===== src/hw/rtl/ipse_pkg.sv =====
// Shared types and constants of the infrared pulse/space encoder.
package ipse_pkg;

    localparam int DUR_W    = 24;
    localparam int TOTAL_W  = 32;
    localparam int MAX_RUNS = 256;
    localparam int CNT_W    = $clog2(MAX_RUNS + 1);

    localparam int Q_DEPTH  = 4;
    localparam int Q_AW     = $clog2(Q_DEPTH);
    localparam int Q_CW     = $clog2(Q_DEPTH + 1);

    localparam int APB_AW   = 6;
    localparam int APB_DW   = 64;

    localparam logic [DUR_W-1:0]   DUR_MAX   = {DUR_W{1'b1}};
    localparam logic [TOTAL_W-1:0] TOTAL_MAX = {TOTAL_W{1'b1}};

    // input function codes
    typedef enum logic [2:0] {
        FUNC_SYMBOL = 3'd0,
        FUNC_PULSE  = 3'd1,
        FUNC_SPACE  = 3'd2,
        FUNC_SYNC   = 3'd3,
        FUNC_FLUSH  = 3'd4,
        FUNC_CLEAR  = 3'd5
    } t_func;

    // encoding modes; other codes act as pulse first
    localparam logic [2:0] MODE_PULSE_FIRST = 3'd0;
    localparam logic [2:0] MODE_SPACE_FIRST = 3'd1;
    localparam logic [2:0] MODE_BIPHASE     = 3'd2;
    localparam logic [2:0] MODE_RCMM        = 3'd3;
    localparam logic [2:0] MODE_XMP         = 3'd4;

    // register indexes (byte address = 8 * index)
    localparam logic [2:0] REG_MODE       = 3'd0;
    localparam logic [2:0] REG_ONE_PULSE  = 3'd1;
    localparam logic [2:0] REG_ONE_SPACE  = 3'd2;
    localparam logic [2:0] REG_ZERO_PULSE = 3'd3;
    localparam logic [2:0] REG_ZERO_SPACE = 3'd4;
    localparam logic [2:0] REG_TWO        = 3'd5;
    localparam logic [2:0] REG_THREE      = 3'd6;

    // operations handed from front to back
    typedef enum logic [2:0] {
        OP_PULSE = 3'd0,
        OP_SPACE = 3'd1,
        OP_SYNC  = 3'd2,
        OP_FLUSH = 3'd3,
        OP_CLEAR = 3'd4
    } t_op;

    typedef struct packed {
        t_op              op;
        logic [DUR_W-1:0] dur;
    } t_op_item;

    typedef struct packed {
        logic [2:0]         mode;
        logic [DUR_W-1:0]   one_pulse;
        logic [DUR_W-1:0]   one_space;
        logic [DUR_W-1:0]   zero_pulse;
        logic [DUR_W-1:0]   zero_space;
        logic [2*DUR_W-1:0] two_timing;
        logic [2*DUR_W-1:0] three_timing;
    } t_cfg;

endpackage


===== src/hw/rtl/ipse_cfg.sv =====
// Configuration register file with APB-style access.
module ipse_cfg (
    input  logic                         i_clk,
    input  logic                         i_rst_n,
    input  logic                         psel,
    input  logic                         penable,
    input  logic                         pwrite,
    input  logic [ipse_pkg::APB_AW-1:0]  paddr,
    input  logic [ipse_pkg::APB_DW-1:0]  pwdata,
    output logic [ipse_pkg::APB_DW-1:0]  prdata,
    output logic                         pready,
    output ipse_pkg::t_cfg               o_cfg
);

    ipse_pkg::t_cfg r_cfg;
    logic           wr_en;
    logic [2:0]     reg_idx;

    assign pready  = 1'b1;
    assign wr_en   = psel && penable && pwrite;
    assign reg_idx = paddr[ipse_pkg::APB_AW-1:3];
    assign o_cfg   = r_cfg;

    always_ff @(posedge i_clk) begin
        if (!i_rst_n) begin
            r_cfg <= '0;
        end else if (wr_en) begin
            case (reg_idx)
                ipse_pkg::REG_MODE:       r_cfg.mode         <= pwdata[2:0];
                ipse_pkg::REG_ONE_PULSE:  r_cfg.one_pulse    <= pwdata[ipse_pkg::DUR_W-1:0];
                ipse_pkg::REG_ONE_SPACE:  r_cfg.one_space    <= pwdata[ipse_pkg::DUR_W-1:0];
                ipse_pkg::REG_ZERO_PULSE: r_cfg.zero_pulse   <= pwdata[ipse_pkg::DUR_W-1:0];
                ipse_pkg::REG_ZERO_SPACE: r_cfg.zero_space   <= pwdata[ipse_pkg::DUR_W-1:0];
                ipse_pkg::REG_TWO:        r_cfg.two_timing   <= pwdata[2*ipse_pkg::DUR_W-1:0];
                ipse_pkg::REG_THREE:      r_cfg.three_timing <= pwdata[2*ipse_pkg::DUR_W-1:0];
                default: ;
            endcase
        end
    end

    always_comb begin
        prdata = '0;
        case (reg_idx)
            ipse_pkg::REG_MODE:       prdata = ipse_pkg::APB_DW'(r_cfg.mode);
            ipse_pkg::REG_ONE_PULSE:  prdata = ipse_pkg::APB_DW'(r_cfg.one_pulse);
            ipse_pkg::REG_ONE_SPACE:  prdata = ipse_pkg::APB_DW'(r_cfg.one_space);
            ipse_pkg::REG_ZERO_PULSE: prdata = ipse_pkg::APB_DW'(r_cfg.zero_pulse);
            ipse_pkg::REG_ZERO_SPACE: prdata = ipse_pkg::APB_DW'(r_cfg.zero_space);
            ipse_pkg::REG_TWO:        prdata = ipse_pkg::APB_DW'(r_cfg.two_timing);
            ipse_pkg::REG_THREE:      prdata = ipse_pkg::APB_DW'(r_cfg.three_timing);
            default:                  prdata = '0;
        endcase
    end

endmodule


===== src/hw/rtl/ipse_front.sv =====
// Front end: holds an input item, resolves symbol timings, issues pulse, space, sync, flush and clear operations.
module ipse_front (
    input  logic                          i_clk,
    input  logic                          i_rst_n,
    input  ipse_pkg::t_cfg                i_cfg,
    input  logic                          i_s_tvalid,
    output logic                          o_s_tready,
    input  logic [31:0]                   i_s_tdata,
    input  logic [2:0]                    i_s_tuser,
    output logic                          o_push_valid,
    input  logic                          i_push_ready,
    output ipse_pkg::t_op_item            o_push_item
);

    localparam int DW = ipse_pkg::DUR_W;

    logic                 r_valid;
    logic                 r_phase;
    ipse_pkg::t_func      r_func;
    logic [3:0]           r_sym;
    logic                 r_dbl;
    logic [DW-1:0]        r_dur;

    logic                 accept;
    logic                 needs_push;
    logic                 is_sym;
    logic                 done;
    logic                 space_first;
    logic [DW-1:0]        sym_pulse;
    logic [DW-1:0]        sym_space;
    logic [DW+4:0]        xmp_space;
    logic [DW:0]          dbl_a;
    logic [DW:0]          dbl_b;

    function automatic logic [DW-1:0] sat_dbl(input logic [DW:0] v);
        return v[DW] ? ipse_pkg::DUR_MAX : v[DW-1:0];
    endfunction

    assign xmp_space = (DW+5)'(i_cfg.zero_space)
                     + (DW+5)'(r_sym) * (DW+5)'(i_cfg.one_space);

    // symbol timing selection
    always_comb begin
        space_first = 1'b0;
        sym_pulse   = i_cfg.zero_pulse;
        sym_space   = i_cfg.zero_space;
        dbl_a       = '0;
        dbl_b       = '0;
        if (i_cfg.mode == ipse_pkg::MODE_RCMM) begin
            case (r_sym[1:0])
                2'd0: begin
                    sym_pulse = i_cfg.zero_pulse;
                    sym_space = i_cfg.zero_space;
                end
                2'd1: begin
                    sym_pulse = i_cfg.one_pulse;
                    sym_space = i_cfg.one_space;
                end
                2'd2: begin
                    sym_pulse = i_cfg.two_timing[2*DW-1:DW];
                    sym_space = i_cfg.two_timing[DW-1:0];
                end
                default: begin
                    sym_pulse = i_cfg.three_timing[2*DW-1:DW];
                    sym_space = i_cfg.three_timing[DW-1:0];
                end
            endcase
        end else if (i_cfg.mode == ipse_pkg::MODE_XMP) begin
            sym_pulse = i_cfg.zero_pulse;
            sym_space = (xmp_space[DW+4:DW] != '0) ? ipse_pkg::DUR_MAX : xmp_space[DW-1:0];
        end else if (r_sym[0]) begin
            if (i_cfg.mode == ipse_pkg::MODE_BIPHASE) begin
                space_first = 1'b1;
                if (r_dbl) begin
                    dbl_a     = {i_cfg.one_pulse, 1'b0};
                    dbl_b     = {i_cfg.one_space, 1'b0};
                    sym_pulse = sat_dbl(dbl_a);
                    sym_space = sat_dbl(dbl_b);
                end else begin
                    sym_pulse = i_cfg.one_pulse;
                    sym_space = i_cfg.one_space;
                end
            end else begin
                space_first = (i_cfg.mode == ipse_pkg::MODE_SPACE_FIRST);
                sym_pulse   = i_cfg.one_pulse;
                sym_space   = i_cfg.one_space;
            end
        end else if (r_dbl) begin
            dbl_a     = {i_cfg.zero_pulse, 1'b0};
            dbl_b     = {i_cfg.zero_space, 1'b0};
            sym_pulse = sat_dbl(dbl_a);
            sym_space = sat_dbl(dbl_b);
        end else begin
            space_first = (i_cfg.mode == ipse_pkg::MODE_SPACE_FIRST);
        end
    end

    // operation decode
    always_comb begin
        needs_push       = 1'b1;
        o_push_item.op   = ipse_pkg::OP_SYNC;
        o_push_item.dur  = r_dur;
        unique case (r_func)
            ipse_pkg::FUNC_SYMBOL: begin
                if (space_first ^ r_phase) begin
                    o_push_item.op  = ipse_pkg::OP_SPACE;
                    o_push_item.dur = sym_space;
                end else begin
                    o_push_item.op  = ipse_pkg::OP_PULSE;
                    o_push_item.dur = sym_pulse;
                end
            end
            ipse_pkg::FUNC_PULSE: o_push_item.op = ipse_pkg::OP_PULSE;
            ipse_pkg::FUNC_SPACE: o_push_item.op = ipse_pkg::OP_SPACE;
            ipse_pkg::FUNC_SYNC:  o_push_item.op = ipse_pkg::OP_SYNC;
            ipse_pkg::FUNC_FLUSH: o_push_item.op = ipse_pkg::OP_FLUSH;
            ipse_pkg::FUNC_CLEAR: o_push_item.op = ipse_pkg::OP_CLEAR;
            default:              needs_push = 1'b0;
        endcase
    end

    assign is_sym       = (r_func == ipse_pkg::FUNC_SYMBOL);
    assign o_push_valid = r_valid && needs_push;
    assign done         = r_valid && (!needs_push || (i_push_ready && (!is_sym || r_phase)));
    assign o_s_tready   = !r_valid || done;
    assign accept       = i_s_tvalid && o_s_tready;

    always_ff @(posedge i_clk) begin
        if (!i_rst_n) begin
            r_valid <= 1'b0;
            r_phase <= 1'b0;
        end else if (accept) begin
            r_valid <= 1'b1;
            r_phase <= 1'b0;
        end else if (done) begin
            r_valid <= 1'b0;
            r_phase <= 1'b0;
        end else if (o_push_valid && i_push_ready) begin
            r_phase <= 1'b1;
        end
    end

    always_ff @(posedge i_clk) begin
        if (accept) begin
            r_func <= ipse_pkg::t_func'(i_s_tuser);
            r_sym  <= i_s_tdata[3:0];
            r_dbl  <= i_s_tdata[4];
            r_dur  <= i_s_tdata[DW+4:5];
        end
    end

endmodule


===== src/hw/rtl/ipse_queue.sv =====
// Short operation queue between the front and back ends.
module ipse_queue (
    input  logic                i_clk,
    input  logic                i_rst_n,
    input  logic                i_push_valid,
    output logic                o_push_ready,
    input  ipse_pkg::t_op_item  i_push_item,
    output logic                o_pop_valid,
    input  logic                i_pop_ready,
    output ipse_pkg::t_op_item  o_pop_item
);

    ipse_pkg::t_op_item                r_mem [ipse_pkg::Q_DEPTH];
    logic [ipse_pkg::Q_AW-1:0]         r_wr_ptr;
    logic [ipse_pkg::Q_AW-1:0]         r_rd_ptr;
    logic [ipse_pkg::Q_CW-1:0]         r_count;
    logic                              push;
    logic                              pop;

    assign o_push_ready = (r_count != ipse_pkg::Q_CW'(ipse_pkg::Q_DEPTH));
    assign o_pop_valid  = (r_count != '0);
    assign o_pop_item   = r_mem[r_rd_ptr];
    assign push         = i_push_valid && o_push_ready;
    assign pop          = o_pop_valid && i_pop_ready;

    always_ff @(posedge i_clk) begin
        if (!i_rst_n) begin
            r_wr_ptr <= '0;
            r_rd_ptr <= '0;
            r_count  <= '0;
        end else begin
            if (push) begin
                r_wr_ptr <= r_wr_ptr + 1'b1;
            end
            if (pop) begin
                r_rd_ptr <= r_rd_ptr + 1'b1;
            end
            if (push && !pop) begin
                r_count <= r_count + 1'b1;
            end else if (pop && !push) begin
                r_count <= r_count - 1'b1;
            end
        end
    end

    always_ff @(posedge i_clk) begin
        if (push) begin
            r_mem[r_wr_ptr] <= i_push_item;
        end
    end

endmodule


===== src/hw/rtl/ipse_back.sv =====
// Back end: merges runs, keeps totals and drives the registered result stream.
module ipse_back (
    input  logic                i_clk,
    input  logic                i_rst_n,
    input  logic                i_op_valid,
    output logic                o_op_ready,
    input  ipse_pkg::t_op_item  i_op_item,
    output logic                o_m_tvalid,
    input  logic                i_m_tready,
    output logic [63:0]         o_m_tdata,
    output logic                o_m_tuser,
    output logic                o_m_tlast
);

    localparam int DW = ipse_pkg::DUR_W;
    localparam int TW = ipse_pkg::TOTAL_W;
    localparam int CW = ipse_pkg::CNT_W;

    logic [DW-1:0] r_pp, n_pp;
    logic [DW-1:0] r_ps, n_ps;
    logic [CW-1:0] r_count, n_count;
    logic [TW-1:0] r_total, n_total;
    logic          r_ovf_sticky, n_ovf_sticky;

    logic          r_out_valid;
    logic [DW-1:0] r_out_len;
    logic [TW-1:0] r_out_total;
    logic          r_out_ovf;
    logic          r_out_pulse;
    logic          r_out_last;

    logic          out_free;
    logic          step;
    logic          pop;
    logic          emit;
    logic [DW-1:0] emit_len;
    logic          emit_pulse;
    logic          emit_last;
    logic [DW:0]   merge_sum;
    logic [TW:0]   total_sum;
    logic [DW-1:0] pend;

    assign out_free   = !r_out_valid || i_m_tready;
    assign step       = i_op_valid && out_free;
    assign o_op_ready = step && pop;

    // one op per cycle while output is free; flush: pulse run before space run
    always_comb begin
        n_pp       = r_pp;
        n_ps       = r_ps;
        pop        = 1'b1;
        emit       = 1'b0;
        emit_len   = r_pp;
        emit_pulse = 1'b1;
        emit_last  = 1'b0;
        pend       = (i_op_item.op == ipse_pkg::OP_PULSE) ? r_pp : r_ps;
        merge_sum  = (DW+1)'(pend) + (DW+1)'(i_op_item.dur);
        unique case (i_op_item.op)
            ipse_pkg::OP_PULSE: begin
                if (r_pp != '0) begin
                    n_pp = merge_sum[DW] ? ipse_pkg::DUR_MAX : merge_sum[DW-1:0];
                end else begin
                    if (r_ps != '0) begin
                        emit       = 1'b1;
                        emit_len   = r_ps;
                        emit_pulse = 1'b0;
                    end
                    n_ps = '0;
                    n_pp = i_op_item.dur;
                end
            end
            ipse_pkg::OP_SPACE: begin
                // leading space with nothing emitted yet is dropped
                if (r_count != '0 || r_pp != '0) begin
                    if (r_ps != '0) begin
                        n_ps = merge_sum[DW] ? ipse_pkg::DUR_MAX : merge_sum[DW-1:0];
                    end else begin
                        if (r_pp != '0) begin
                            emit = 1'b1;
                        end
                        n_pp = '0;
                        n_ps = i_op_item.dur;
                    end
                end
            end
            ipse_pkg::OP_SYNC: begin
                if (r_pp != '0) begin
                    emit = 1'b1;
                end
                n_pp = '0;
            end
            ipse_pkg::OP_FLUSH: begin
                if (r_pp != '0) begin
                    emit      = 1'b1;
                    emit_last = (r_ps == '0);
                    n_pp      = '0;
                    pop       = (r_ps == '0);
                end else if (r_ps != '0) begin
                    emit       = 1'b1;
                    emit_len   = r_ps;
                    emit_pulse = 1'b0;
                    emit_last  = 1'b1;
                    n_ps       = '0;
                end
            end
            ipse_pkg::OP_CLEAR: begin
                n_pp = '0;
                n_ps = '0;
            end
            default: ;
        endcase
    end

    always_comb begin
        n_count      = r_count;
        n_total      = r_total;
        n_ovf_sticky = r_ovf_sticky;
        total_sum    = (TW+1)'(r_total) + (TW+1)'(emit_len);
        if (i_op_item.op == ipse_pkg::OP_CLEAR) begin
            n_count      = '0;
            n_total      = '0;
            n_ovf_sticky = 1'b0;
        end else if (emit) begin
            if (r_count < CW'(ipse_pkg::MAX_RUNS)) begin
                n_total = total_sum[TW] ? ipse_pkg::TOTAL_MAX : total_sum[TW-1:0];
                n_count = r_count + 1'b1;
            end else begin
                n_ovf_sticky = 1'b1;
            end
        end
    end

    always_ff @(posedge i_clk) begin
        if (!i_rst_n) begin
            r_pp         <= '0;
            r_ps         <= '0;
            r_count      <= '0;
            r_total      <= '0;
            r_ovf_sticky <= 1'b0;
            r_out_valid  <= 1'b0;
        end else begin
            if (step) begin
                r_pp         <= n_pp;
                r_ps         <= n_ps;
                r_count      <= n_count;
                r_total      <= n_total;
                r_ovf_sticky <= n_ovf_sticky;
            end
            if (step && emit) begin
                r_out_valid <= 1'b1;
            end else if (i_m_tready) begin
                r_out_valid <= 1'b0;
            end
        end
    end

    always_ff @(posedge i_clk) begin
        if (step && emit) begin
            r_out_len   <= emit_len;
            r_out_total <= n_total;
            r_out_ovf   <= n_ovf_sticky;
            r_out_pulse <= emit_pulse;
            r_out_last  <= emit_last;
        end
    end

    assign o_m_tvalid = r_out_valid;
    assign o_m_tdata  = {7'b0, r_out_ovf, r_out_total, r_out_len};
    assign o_m_tuser  = r_out_pulse;
    assign o_m_tlast  = r_out_last;

endmodule


===== src/hw/rtl/ir_pulse_space_encoder.sv =====
// Infrared pulse/space transmit encoder, top level.
//
// Input stream: one item per symbol, raw pulse, raw space, sync, flush or clear
// (function code in tuser). Output stream: one item per completed run, with
// the run length, a saturating running total and the overflow flag in tdata,
// pulse/space in tuser, and tlast on the final run of a flush.
// Registers are written over the APB port at byte address 8 * index; pready
// is tied high. Write them only while the encoder is idle.
// A symbol item occupies the front end until both halves of its pulse/space
// pair are pushed, one operation each; every other item pushes at most one.
// The back end does one operation per cycle while its result register is
// free; a flush with both runs pending emits its pulse run, then its space run.
// A 4-entry operation queue sits between the ends, and the result register
// frees the back end whenever the receiver takes a result, so input keeps
// flowing until the queue fills while the receiver stalls.
// Reset clears the pending runs, counters, queue pointers and configuration registers to zero.
module ir_pulse_space_encoder (
    input  logic                         i_clk,
    input  logic                         i_rst_n,
    input  logic                         psel,
    input  logic                         penable,
    input  logic                         pwrite,
    input  logic [ipse_pkg::APB_AW-1:0]  paddr,
    input  logic [ipse_pkg::APB_DW-1:0]  pwdata,
    output logic [ipse_pkg::APB_DW-1:0]  prdata,
    output logic                         pready,
    input  logic                         i_s_tvalid,
    output logic                         o_s_tready,
    input  logic [31:0]                  i_s_tdata,  // symbol[3:0], double_length[4], duration[28:5]
    input  logic [2:0]                   i_s_tuser,  // func[2:0]
    output logic                         o_m_tvalid,
    input  logic                         i_m_tready,
    output logic [63:0]                  o_m_tdata,  // run_length[23:0], total[55:24], overflow[56]
    output logic                         o_m_tuser,  // is_pulse
    output logic                         o_m_tlast
);

    ipse_pkg::t_cfg      cfg;
    logic                push_valid;
    logic                push_ready;
    ipse_pkg::t_op_item  push_item;
    logic                op_valid;
    logic                op_ready;
    ipse_pkg::t_op_item  op_item;

    ipse_cfg u_cfg (
        .i_clk   (i_clk),
        .i_rst_n (i_rst_n),
        .psel    (psel),
        .penable (penable),
        .pwrite  (pwrite),
        .paddr   (paddr),
        .pwdata  (pwdata),
        .prdata  (prdata),
        .pready  (pready),
        .o_cfg   (cfg)
    );

    ipse_front u_front (
        .i_clk        (i_clk),
        .i_rst_n      (i_rst_n),
        .i_cfg        (cfg),
        .i_s_tvalid   (i_s_tvalid),
        .o_s_tready   (o_s_tready),
        .i_s_tdata    (i_s_tdata),
        .i_s_tuser    (i_s_tuser),
        .o_push_valid (push_valid),
        .i_push_ready (push_ready),
        .o_push_item  (push_item)
    );

    ipse_queue u_queue (
        .i_clk        (i_clk),
        .i_rst_n      (i_rst_n),
        .i_push_valid (push_valid),
        .o_push_ready (push_ready),
        .i_push_item  (push_item),
        .o_pop_valid  (op_valid),
        .i_pop_ready  (op_ready),
        .o_pop_item   (op_item)
    );

    ipse_back u_back (
        .i_clk      (i_clk),
        .i_rst_n    (i_rst_n),
        .i_op_valid (op_valid),
        .o_op_ready (op_ready),
        .i_op_item  (op_item),
        .o_m_tvalid (o_m_tvalid),
        .i_m_tready (i_m_tready),
        .o_m_tdata  (o_m_tdata),
        .o_m_tuser  (o_m_tuser),
        .o_m_tlast  (o_m_tlast)
    );

endmodule

===== config.mk =====
export PLATFORM = sky130hd
export DESIGN_NAME = ir_pulse_space_encoder
export DESIGN_NICKNAME = d
export VERILOG_FILES = /design/src/hw/rtl/ipse_pkg.sv /design/src/hw/rtl/ipse_cfg.sv /design/src/hw/rtl/ipse_front.sv /design/src/hw/rtl/ipse_queue.sv /design/src/hw/rtl/ipse_back.sv /design/src/hw/rtl/ir_pulse_space_encoder.sv
export SDC_FILE = /design/constraint.sdc
export NUM_CORES = 1
export LEC_CHECK = 0
export BUFFER_PORTS_ARGS = -buffer_cell sky130_fd_sc_hd__clkbuf_2
export CORE_MARGIN = 4
export CORE_UTILIZATION = 50
export DETAILED_ROUTE_END_ITERATION = 8
export PLACE_DENSITY = 0.77
export SYNTH_ARGS = -nofsm -noshare
export SYNTH_HDL_FRONTEND = slang
export SYNTH_SLANG_ARGS = --single-unit

===== constraint.sdc =====
create_clock -name i_clk -period 12.4 [get_ports i_clk]
set_input_delay 0 -clock i_clk [delete_from_list [all_inputs] [get_ports i_clk]]
set_output_delay 0 -clock i_clk [all_outputs]
set_load 0.005 [all_outputs]

### Yosys cells after proc, flatten, opt, wreduce, memory -nomap -nowiden

Memory sizes are Yosys's and may differ from the RTL's. A register that Yosys moved wholly into a read port is not among the register bits.
Index checks and enable logic that the tools add are counted.

| word-level totals | value |
|---|---|
| input port bits | 112 |
| RAM bits | 108 |
| memories | 1 |
| register bits after elaboration | 386 |
| logic and storage cells | 201 |

| cells by class | value |
|---|---|
| multiply operators | 1 |
| add/sub/neg operators | 8 |
| mux-type cells | 76 |
| bitwise operators | 3 |
| eq/ne operators | 28 |
| reduce and logical (&&, ||, !) cells | 56 |
| $lt $le $gt $ge | 1 |

Memories:

| memory | words | width | rd ports | clocked after memory_dff | wr ports | line | source |
|---|---|---|---|---|---|---|---|
| u_queue.r_mem | 4 | 27 | 1 | 1 | 1 | ipse_queue.sv:13 | `ipse_pkg::t_op_item r_mem [ipse_pkg::Q_DEPTH];` |

Operators with widths:

| cell | number |
|---|---|
| 2-to-1 mux 24 bit | 32 |
| one-hot mux 48 bit (7 select lines) | 1 |
| one-hot mux 24 bit (4 select lines) | 2 |
| one-hot mux 24 bit (3 select lines) | 2 |
| 2-to-1 mux 32 bit | 4 |
| nonzero test 24 bit | 2 |
| adder 32 x 24 -> 33 bit | 1 |
| adder 24 x 28 -> 29 bit | 1 |
| multiplier 4 x 24 -> 28 bit | 1 |
| 2-to-1 mux 9 bit | 3 |
| adder 24 x 24 -> 25 bit | 1 |
| 2-to-1 mux 1 bit | 25 |
| 2-to-1 mux 25 bit | 1 |
| equality test 3 x 2 -> 1 bit, second input constant | 8 |
| zero test 24 bit | 1 |
| equality test 3 bit, second input constant | 7 |
| one-hot mux 3 bit (5 select lines) | 1 |
| AND reduction 2 bit | 7 |
| logical AND 1 bit | 13 |
| equality test 3 x 1 -> 1 bit, second input constant | 4 |
| nonzero test 2 bit | 5 |
| adder 9 x 1 -> 9 bit, second input constant | 1 |
| zero test 3 bit | 3 |
| < comparator 9 bit, second input constant | 1 |
| other kinds (26) | 46 |

### Logic depth before layout (Yosys ltp)

Gate-level depths: netlist (run 1).

| depth | value |
|---|---|
| depth in word-level cells | 9 |
| depth in mapped cells | 21 |
| mapped depth without buffers | 17 |

### By module

From an unflattened synthesis (run 1), not the netlist that was laid out.

| second synthesis, totals | value |
|---|---|
| cell total of the unflattened synthesis | 3,290 |
| area total of the unflattened synthesis | 31,705.4 um^2 |

By module, submodules not included:

| module | cells an instance | sequential area each (um^2) | area an instance (um^2) | instances |
|---|---|---|---|---|
| ipse_back | 1,092 | 3,593.4 | 9,469.1 | 1 |
| ipse_front | 1,117 | 1,001.0 | 9,143.8 | 1 |
| ipse_cfg | 892 | 3,903.7 | 8,653.3 | 1 |
| ipse_queue | 189 | 3,423.3 | 4,439.3 | 1 |

### Worst setup path after synthesis (run 1)

No wires, ideal clock.

| timing path | value |
|---|---|
| path type | reg-to-reg |
| start | register u_front.r_sym[1] |
| end | memory u_queue.r_mem[0][14] (netlist bit), data pin |
| period minus slack after synthesis | 5,278 ps |
| slack | 7,122 ps |
| library setup time | 272 ps |
| arrival time | 5,006 ps |
| cell stages (with the launch flop) | 19 |
| data required time | 12,128 ps |
| cell sequence | edfxtp_1 buf_2 clkbuf_1 clkbuf_1 nand2_1 fa_1 fa_1 fa_1 inv_1 ha_1 a21oi_1 a211oi_1 o21ai_0 o31a_1 o21ai_1 xnor2_1 o2111ai_2 o31a_1 a221o_1 |

RTL lines:

| item | line | source |
|---|---|---|
| start, declared | ipse_front.sv:20 | `logic [3:0] r_sym;` |
| start signal, assigned | ipse_front.sv:146 | `r_sym <= i_s_tdata[3:0];` |
| end, declared | ipse_queue.sv:13 |  |

==> results of run 1 <==
power breakdown:
part / internal (uW) / switching, uW
combinational: 1000 / 2110
clock: 1010 / 663
sequential: 2010 / 115
total: 4030 / 2890
cell usage after synthesis (27+ instances only):
| library cell | count | share of area (%) |
|---|---|---|
| a21boi_0 | 203 | 5.0 |
| a21o_1 | 66 | 1.6 |
| a21oi_1 | 145 | 2.4 |
| a22oi_1 | 80 | 2.0 |
| and2_1 | 118 | 2.4 |
| buf_4 | 28 | 0.69 |
| clkbuf_1 | 189 | 2.3 |
| dfxtp_1 | 297 | 19 |
| edfxtp_1 | 199 | 19 |
| fa_1 | 70 | 4.6 |
| ha_1 | 98 | 4.0 |
| inv_1 | 133 | 1.6 |
| mux4_2 | 71 | 5.2 |
| nand2_1 | 531 | 6.5 |
| nand3_1 | 94 | 1.5 |
| nor2_1 | 245 | 3.0 |
| nor3_1 | 66 | 1.1 |
| o21ai_0 | 183 | 3.0 |
| o31ai_1 | 33 | 0.81 |
| or3_1 | 27 | 0.55 |
| xnor2_1 | 45 | 1.3 |
| xor2_1 | 32 | 0.91 |
per-layer routing:
layer	GRT usage [%]	vias to the layer above	wire (microns)
li1	-	12400	-
met1	35.8	12900	35800
met2	46.0	1723	44500
met3	5.52	336	10300
met4	15.4	0	6340
met5	0	-	0
timing repair:
| item | 4_1_cts | 5_1_grt |
|---|---|---|
| hold buffers | 84 | 0 |
| gates resized for setup | 0 | 0 |
| endpoints found under the hold margin | 272 | 0 |
sequential cells by signal, summed over array words and instances, names as in the netlist, 2 cells and up, named ones only:
signal	flops
u_front.r_dur	24
u_queue.r_mem	108
u_queue.r_wr_ptr	2
u_queue.r_count	3
u_front.r_func	3
u_back.r_pp	24
u_cfg.o_cfg	195
u_front.r_sym	4
u_back.r_total	32
u_back.r_ps	24
u_queue.r_rd_ptr	2
u_back.r_out_len	24
u_back.r_out_total	32
u_back.r_count	9
through the flow:
| stage | utilization [%] | cell area, sq um |
|---|---|---|
| after floorplan | - | 30800 |
| after global placement | 53.0 | 32100 |
| after detailed placement | 53.0 | 32100 |
| after CTS | 57.4 | 34800 |
| after global routing | 57.4 | 34800 |
| final | 57.4 | 34800 |
path summary, 6_finish.rpt:
| check | start | to | slack, ns | cells after the start |
|---|---|---|---|---|
| worst min-delay path | i_s_tdata[7] | u_front.r_dur[2] | 0.10 | 2 |
| worst max-delay path | u_front.r_sym[1] | u_queue.r_mem[3][16] | 5.54 | 16 |
| worst min register to register | u_back.r_ovf_sticky | u_back.r_ovf_sticky | 0.47 | 2 |
| worst max register to register | u_front.r_sym[1] | u_queue.r_mem[3][16] | 5.54 | 16 |
area by class of cell:
cell class                 instances  area [sq um]  area share, %
inverter                         134           503           1.45
sequential                       496         11900           34.3
timing repair buffer             339          2270           6.51
clock buffer                      75          1510           4.35
tap                              782           978           2.81
multi-input combinational       2511         17300           49.7
clock inverter                    22           327          0.939
kinds of logic after synthesis:
family / Yosys count / share of synthesized area, %
simple gates: 1186 / 17.5
compound gates: 947 / 21.0
flops: 496 / 38.9
buf+inv: 389 / 5.23
fa+ha+maj: 168 / 8.57
mux: 109 / 6.61
xor+xnor: 77 / 2.20
other cells: 2 / 0.0245
worst max-delay path, stage by stage, from the launching register on:
cell	delay (ns)
edfxtp_1	0.32
buf_4	0.32
buf_4	0.75
nand2_1	0.19
fa_1	0.61
fa_1	0.44
fa_1	0.52
inv_1	0.04
ha_1	0.36
a21oi_1	0.12
a211oi_1	0.41
o21ai_0	0.28
o31a_1	0.42
o21ai_1	0.31
o311a_1	0.82
nor3_1	0.14
o21ai_0	0.47
==> impl_results.md, run 1 <==
- Worst-skew pair later-pin latency: 0.62 ns
- Setup Viol. Count Final: 0
- Post-Syn Area: 30,700 sq um
- Most frequent cells in the layout: nand2_1, dfxtp_1, nor2_1
- # DRC: 0
- Die X: 256 microns
- N_diodes: 0
- Post-synthesis sequential area ratio: 38.9%
- Remaining antenna violation count after routing: 0
- FILL cells: 5,184
- Placed Cells: 4,178
- WL/cell: 22.2 microns
- Core area: 60,600 sq um
- CP Capture Type: register
- FMAX: 0.146 GHz
- IR drop worst, VDD: 399 uV
- Crit Path Class: reg2reg
- RSZ-0062 raised after global routing: false
- Ys Warns: 0
- Clock buffer depth: 3
- Final period utilization: 55.4%
- CP arrival: 7.19 ns
- Main flop type after synthesis: dfxtp_1
- Clk sink count: 496
- Via density: 6.26
- H-tree depth: 2
- Tmin final: 6.86 ns
- CTS tree: built
- Post-Place Setup Slack: 5.55 ns
- Starting Density: 50.6%
- Vias: 27.3k
- Startpoint Class: register
- First-pass GRT wire length: 149 mm
- Gp weighted congestion: 0.990
- Root buf cell: clkbuf_16
- Tot GR Track Use: 28.3%
- Total Power: 6910 uW
- Cts bufs inserted: 53
- WP data required: 12.73 ns
- Non-Filler Instances: 4,359
- Hold/Removal Path Class: in2reg
- Layout cells sized above 1: 13.4%
- Max-Cap Viols: 0
- Post CTS Setup Buffer Count: 0
- Relative slew slack: 17.2%
- Cell variety after synth: 86
- HPWL after DPL: 67.3 mm
- # rows: 90
- Clock transition at the registers of the reported paths: 0.06 ns
- IO Pins: 245
- Worst slew pin tran: 1.24 ns
- EDFF count, synth: 199
- Layout area overhead: 13.4%
- Lkg Pwr: 0.0139 uW
- Layout Nets: 3,815
- Worst-path fanout max: 58
- Largest net degree at the start of global routing: 116
- Vias in the first global route: 26.0k
- Initial antenna violation count: 4
- Setup ws final: 5.54 ns
- Final wirelength: 97.0 mm
- Grt ovf: 0
- Drt first pass iters: 9
- Height of the die: 256 microns
- P per Cell Area: 199 nW/um^2
- Mapped Cells: 3,374
- Asr flop ratio synth: 0%
- WHS: 0.101 ns
- Status: finished, final reports clean
- Initial DRC count: 3,379
- Clk_skew: 0.0255 ns
- Final Hold Vio Count: 0
- Total negative setup slack: 0 ns
- Final-report max-slew violation count: 0
- Yosys reg bits: 496
- IO Port Bufs: 198
- Avg Inst Size Synth: 9.09 sq um
- Die Area: 65,400 sq um
- Commonest non-fill, non-tap cell in the layout: nand2_1
Note: power is estimated with default switching activity, not from simulation.
==> run 2, diff against run 1 <==
Clock period 12.4 ns to 6.77 ns, I/O delays scaled along.
==> impl_results.md, run 2 (synthesized netlist as in run 1, its figures left out) <==
- Status: finished, final reports clean
- Clk sink count: 496 (unchanged)
- R2R Path Start: u_front.r_sym[1]
- Worst Hold Depth: 2 (unchanged)
- IO Port Bufs: 198 (unchanged)
- CTS tree: built
- Layout Nets: 3,819 (+0.10%)
- Vias: 27.3k (+0.19%)
- Gp weighted congestion: 0.977 (-1.3%)
- Worst-path fanout max: 20 (-66%)
- Clock buffer depth: 3 (unchanged)
- WP data required: 7.12 ns (-5.61 ns)
- WL/cell: 22.3 microns (+0.33%)
- Final period utilization: 91.1% (+36 points)
- Drt first pass iters: 6 (-3)
- Crit Path Class: reg2reg
- Initial antenna violation count: 0 (-4)
- Worst-skew pair later-pin latency: 0.63 ns (about the same)
- Starting Density: 50.6% (unchanged)
- Initial DRC count: 3,358 (-0.62%)
- Post CTS Setup Buffer Count: 0 (unchanged)
- Non-Filler Instances: 4,366 (+0.16%)
- # rows: 90 (unchanged)
- Final Hold Vio Count: 0 (unchanged)
- First-pass GRT wire length: 149 mm (about the same)
- Relative slew slack: 12.9% (-4.2 points)
- Layout area overhead: 13.4% (about the same)
- Via density: 6.26 (about the same)
- Total negative setup slack: 0 ns (unchanged)
- Remaining antenna violation count after routing: 0 (unchanged)
- Max reg flops: 195 (unchanged)
- Clk_skew: 0.0337 ns (+0.00819 ns)
- Cts bufs inserted: 52 (-1.9%)
- Register Area: 11,900 sq um (unchanged)
- Final-report max-slew violation count: 0 (unchanged)
- Lkg Pwr: 0.0139 uW (about the same)
- FILL cells: 5,207 (+0.44%)
- H-tree depth: 2 (unchanged)
- Hold/Removal Path Class: in2reg
- Area of the multi-input gates: 17,300 sq um (unchanged)
- Max-Cap Viols: 0 (unchanged)
- Reg2Reg Depth: 18 (+2)
- Layout cells sized above 1: 13.6% (+0.14 points)
- Hold_sp: i_s_tdata[10]
- Startpoint Class: register
- Grt ovf: 0 (unchanged)
- HPWL after DPL: 68.5 mm (+1.7%)
- CP arrival: 6.52 ns (-0.67 ns)
- Post-cts sizing count: 0 (unchanged)
- Tmin final: 6.17 ns (-0.698 ns)
- Vias in the first global route: 25.7k (-1.0%)
- Root buf cell: clkbuf_16
- Die X: 256 microns (unchanged)
- Commonest non-fill, non-tap cell in the layout: nand2_1
- Core area: 60,600 sq um (unchanged)
- Largest net degree at the start of global routing: 104 (-10%)
- Hold Crit Endpoint: u_front.r_dur[5]
- # DRC: 0 (unchanged)
- Height of the die: 256 microns (unchanged)
- RSZ-0062 raised after global routing: false
- Worst slew pin tran: 1.30 ns (+0.0606 ns)
- FMAX: 0.162 GHz (+11%)
- Final wirelength: 97.4 mm (+0.49%)
- IO Pins: 245 (unchanged)
- Clock transition at the registers of the reported paths: 0.06 ns (about the same)
- Reg-to-Reg End: u_queue.r_mem[1][11]
- Setup Viol. Count Final: 0 (unchanged)
- Die Area: 65,400 sq um (unchanged)
- Tot GR Track Use: 28.4% (+0.062 points)
- Placed Cells: 4,182 (+0.096%)
- R2r setup slk: 0.60 ns (-4.93 ns)
- Most frequent cells in the layout: nand2_1, dfxtp_1, nor2_1
- CTS hold repair buffers: 85 (+1.2%)
- P per Cell Area: 364 nW/um^2 (+83%)
- IR drop worst, VDD: 446 uV (+12%)
- CP Capture Type: register
-- run 2: power breakdown --
group          leakage (uW)  internal (uW)  switching [uW]
Sequential          0.00424           3680             224
Combinational       0.00875           1870            3870
Clock              0.000867           1710            1280
Total                0.0139           7270            5370
-- run 2: critical path: stages, from the launching register on --
cell,delay (ns)
edfxtp_1,0.64
buf_4,0.36
and2_1,0.20
fa_1,0.41
fa_1,0.48
inv_1,0.05
fa_1,0.47
inv_1,0.04
ha_1,0.34
a211o_1,0.31
a21oi_1,0.11
o21ai_0,0.17
o2111ai_1,0.30
a21oi_1,0.14
o31a_1,0.32
o2111ai_2,0.76
buf_4,0.28
nor3_1,0.06
o21ai_0,0.42
-- run 2: how the worst max path moves through the flow --
| stage | from | to | cells after the start |
|---|---|---|---|
| after floorplan | u_front.r_sym[1] | u_queue.r_mem[0][14] | 18 |
| after global placement | u_front.r_sym[1] | u_queue.r_mem[0][12] | 18 |
| after detailed placement | u_front.r_sym[1] | u_queue.r_mem[3][16] | 18 |
| after CTS | u_front.r_sym[1] | u_queue.r_mem[1][12] | 18 |
| after global routing | u_front.r_sym[1] | u_queue.r_mem[1][12] | 18 |
| final | u_front.r_sym[1] | u_queue.r_mem[1][11] | 18 |
-- run 2: routing by layer --
metal / track usage [%] / vias to the layer above / routed length (microns)
li1: - / 12400 / -
met2: 46.4 / 1631 / 44700
met5: 0 / - / 0
met3: 4.87 / 360 / 9870
met1: 35.5 / 13000 / 35800
met4: 17.0 / 0 / 7070
-- run 2: stage by stage --
step	hold WS (ns)	total power, uW	setup WS, ns	util, %	area (sq um)
finish	0.0803	12600	0.605	57.4	34800
global route	0.0801	13200	0.135	57.4	34800
CTS	0.0671	12600	0.694	57.4	34800
detailed placement	0.179	9510	0.731	53.1	32100
global placement	0.178	9420	0.827	53.1	32100
floorplan	0.0989	7820	1.49	-	30800
-- run 2: cell type report --
type / instances / share of cell area, %
flip-flops and latches: 496 / 34.3
diodes: 1 / 0.00720
repair buffers: 344 / 6.63
inverters: 134 / 1.45
well taps: 782 / 2.81
clock inverters: 37 / 1.13
multi-input cells: 2511 / 49.7
clock buffers: 61 / 3.99
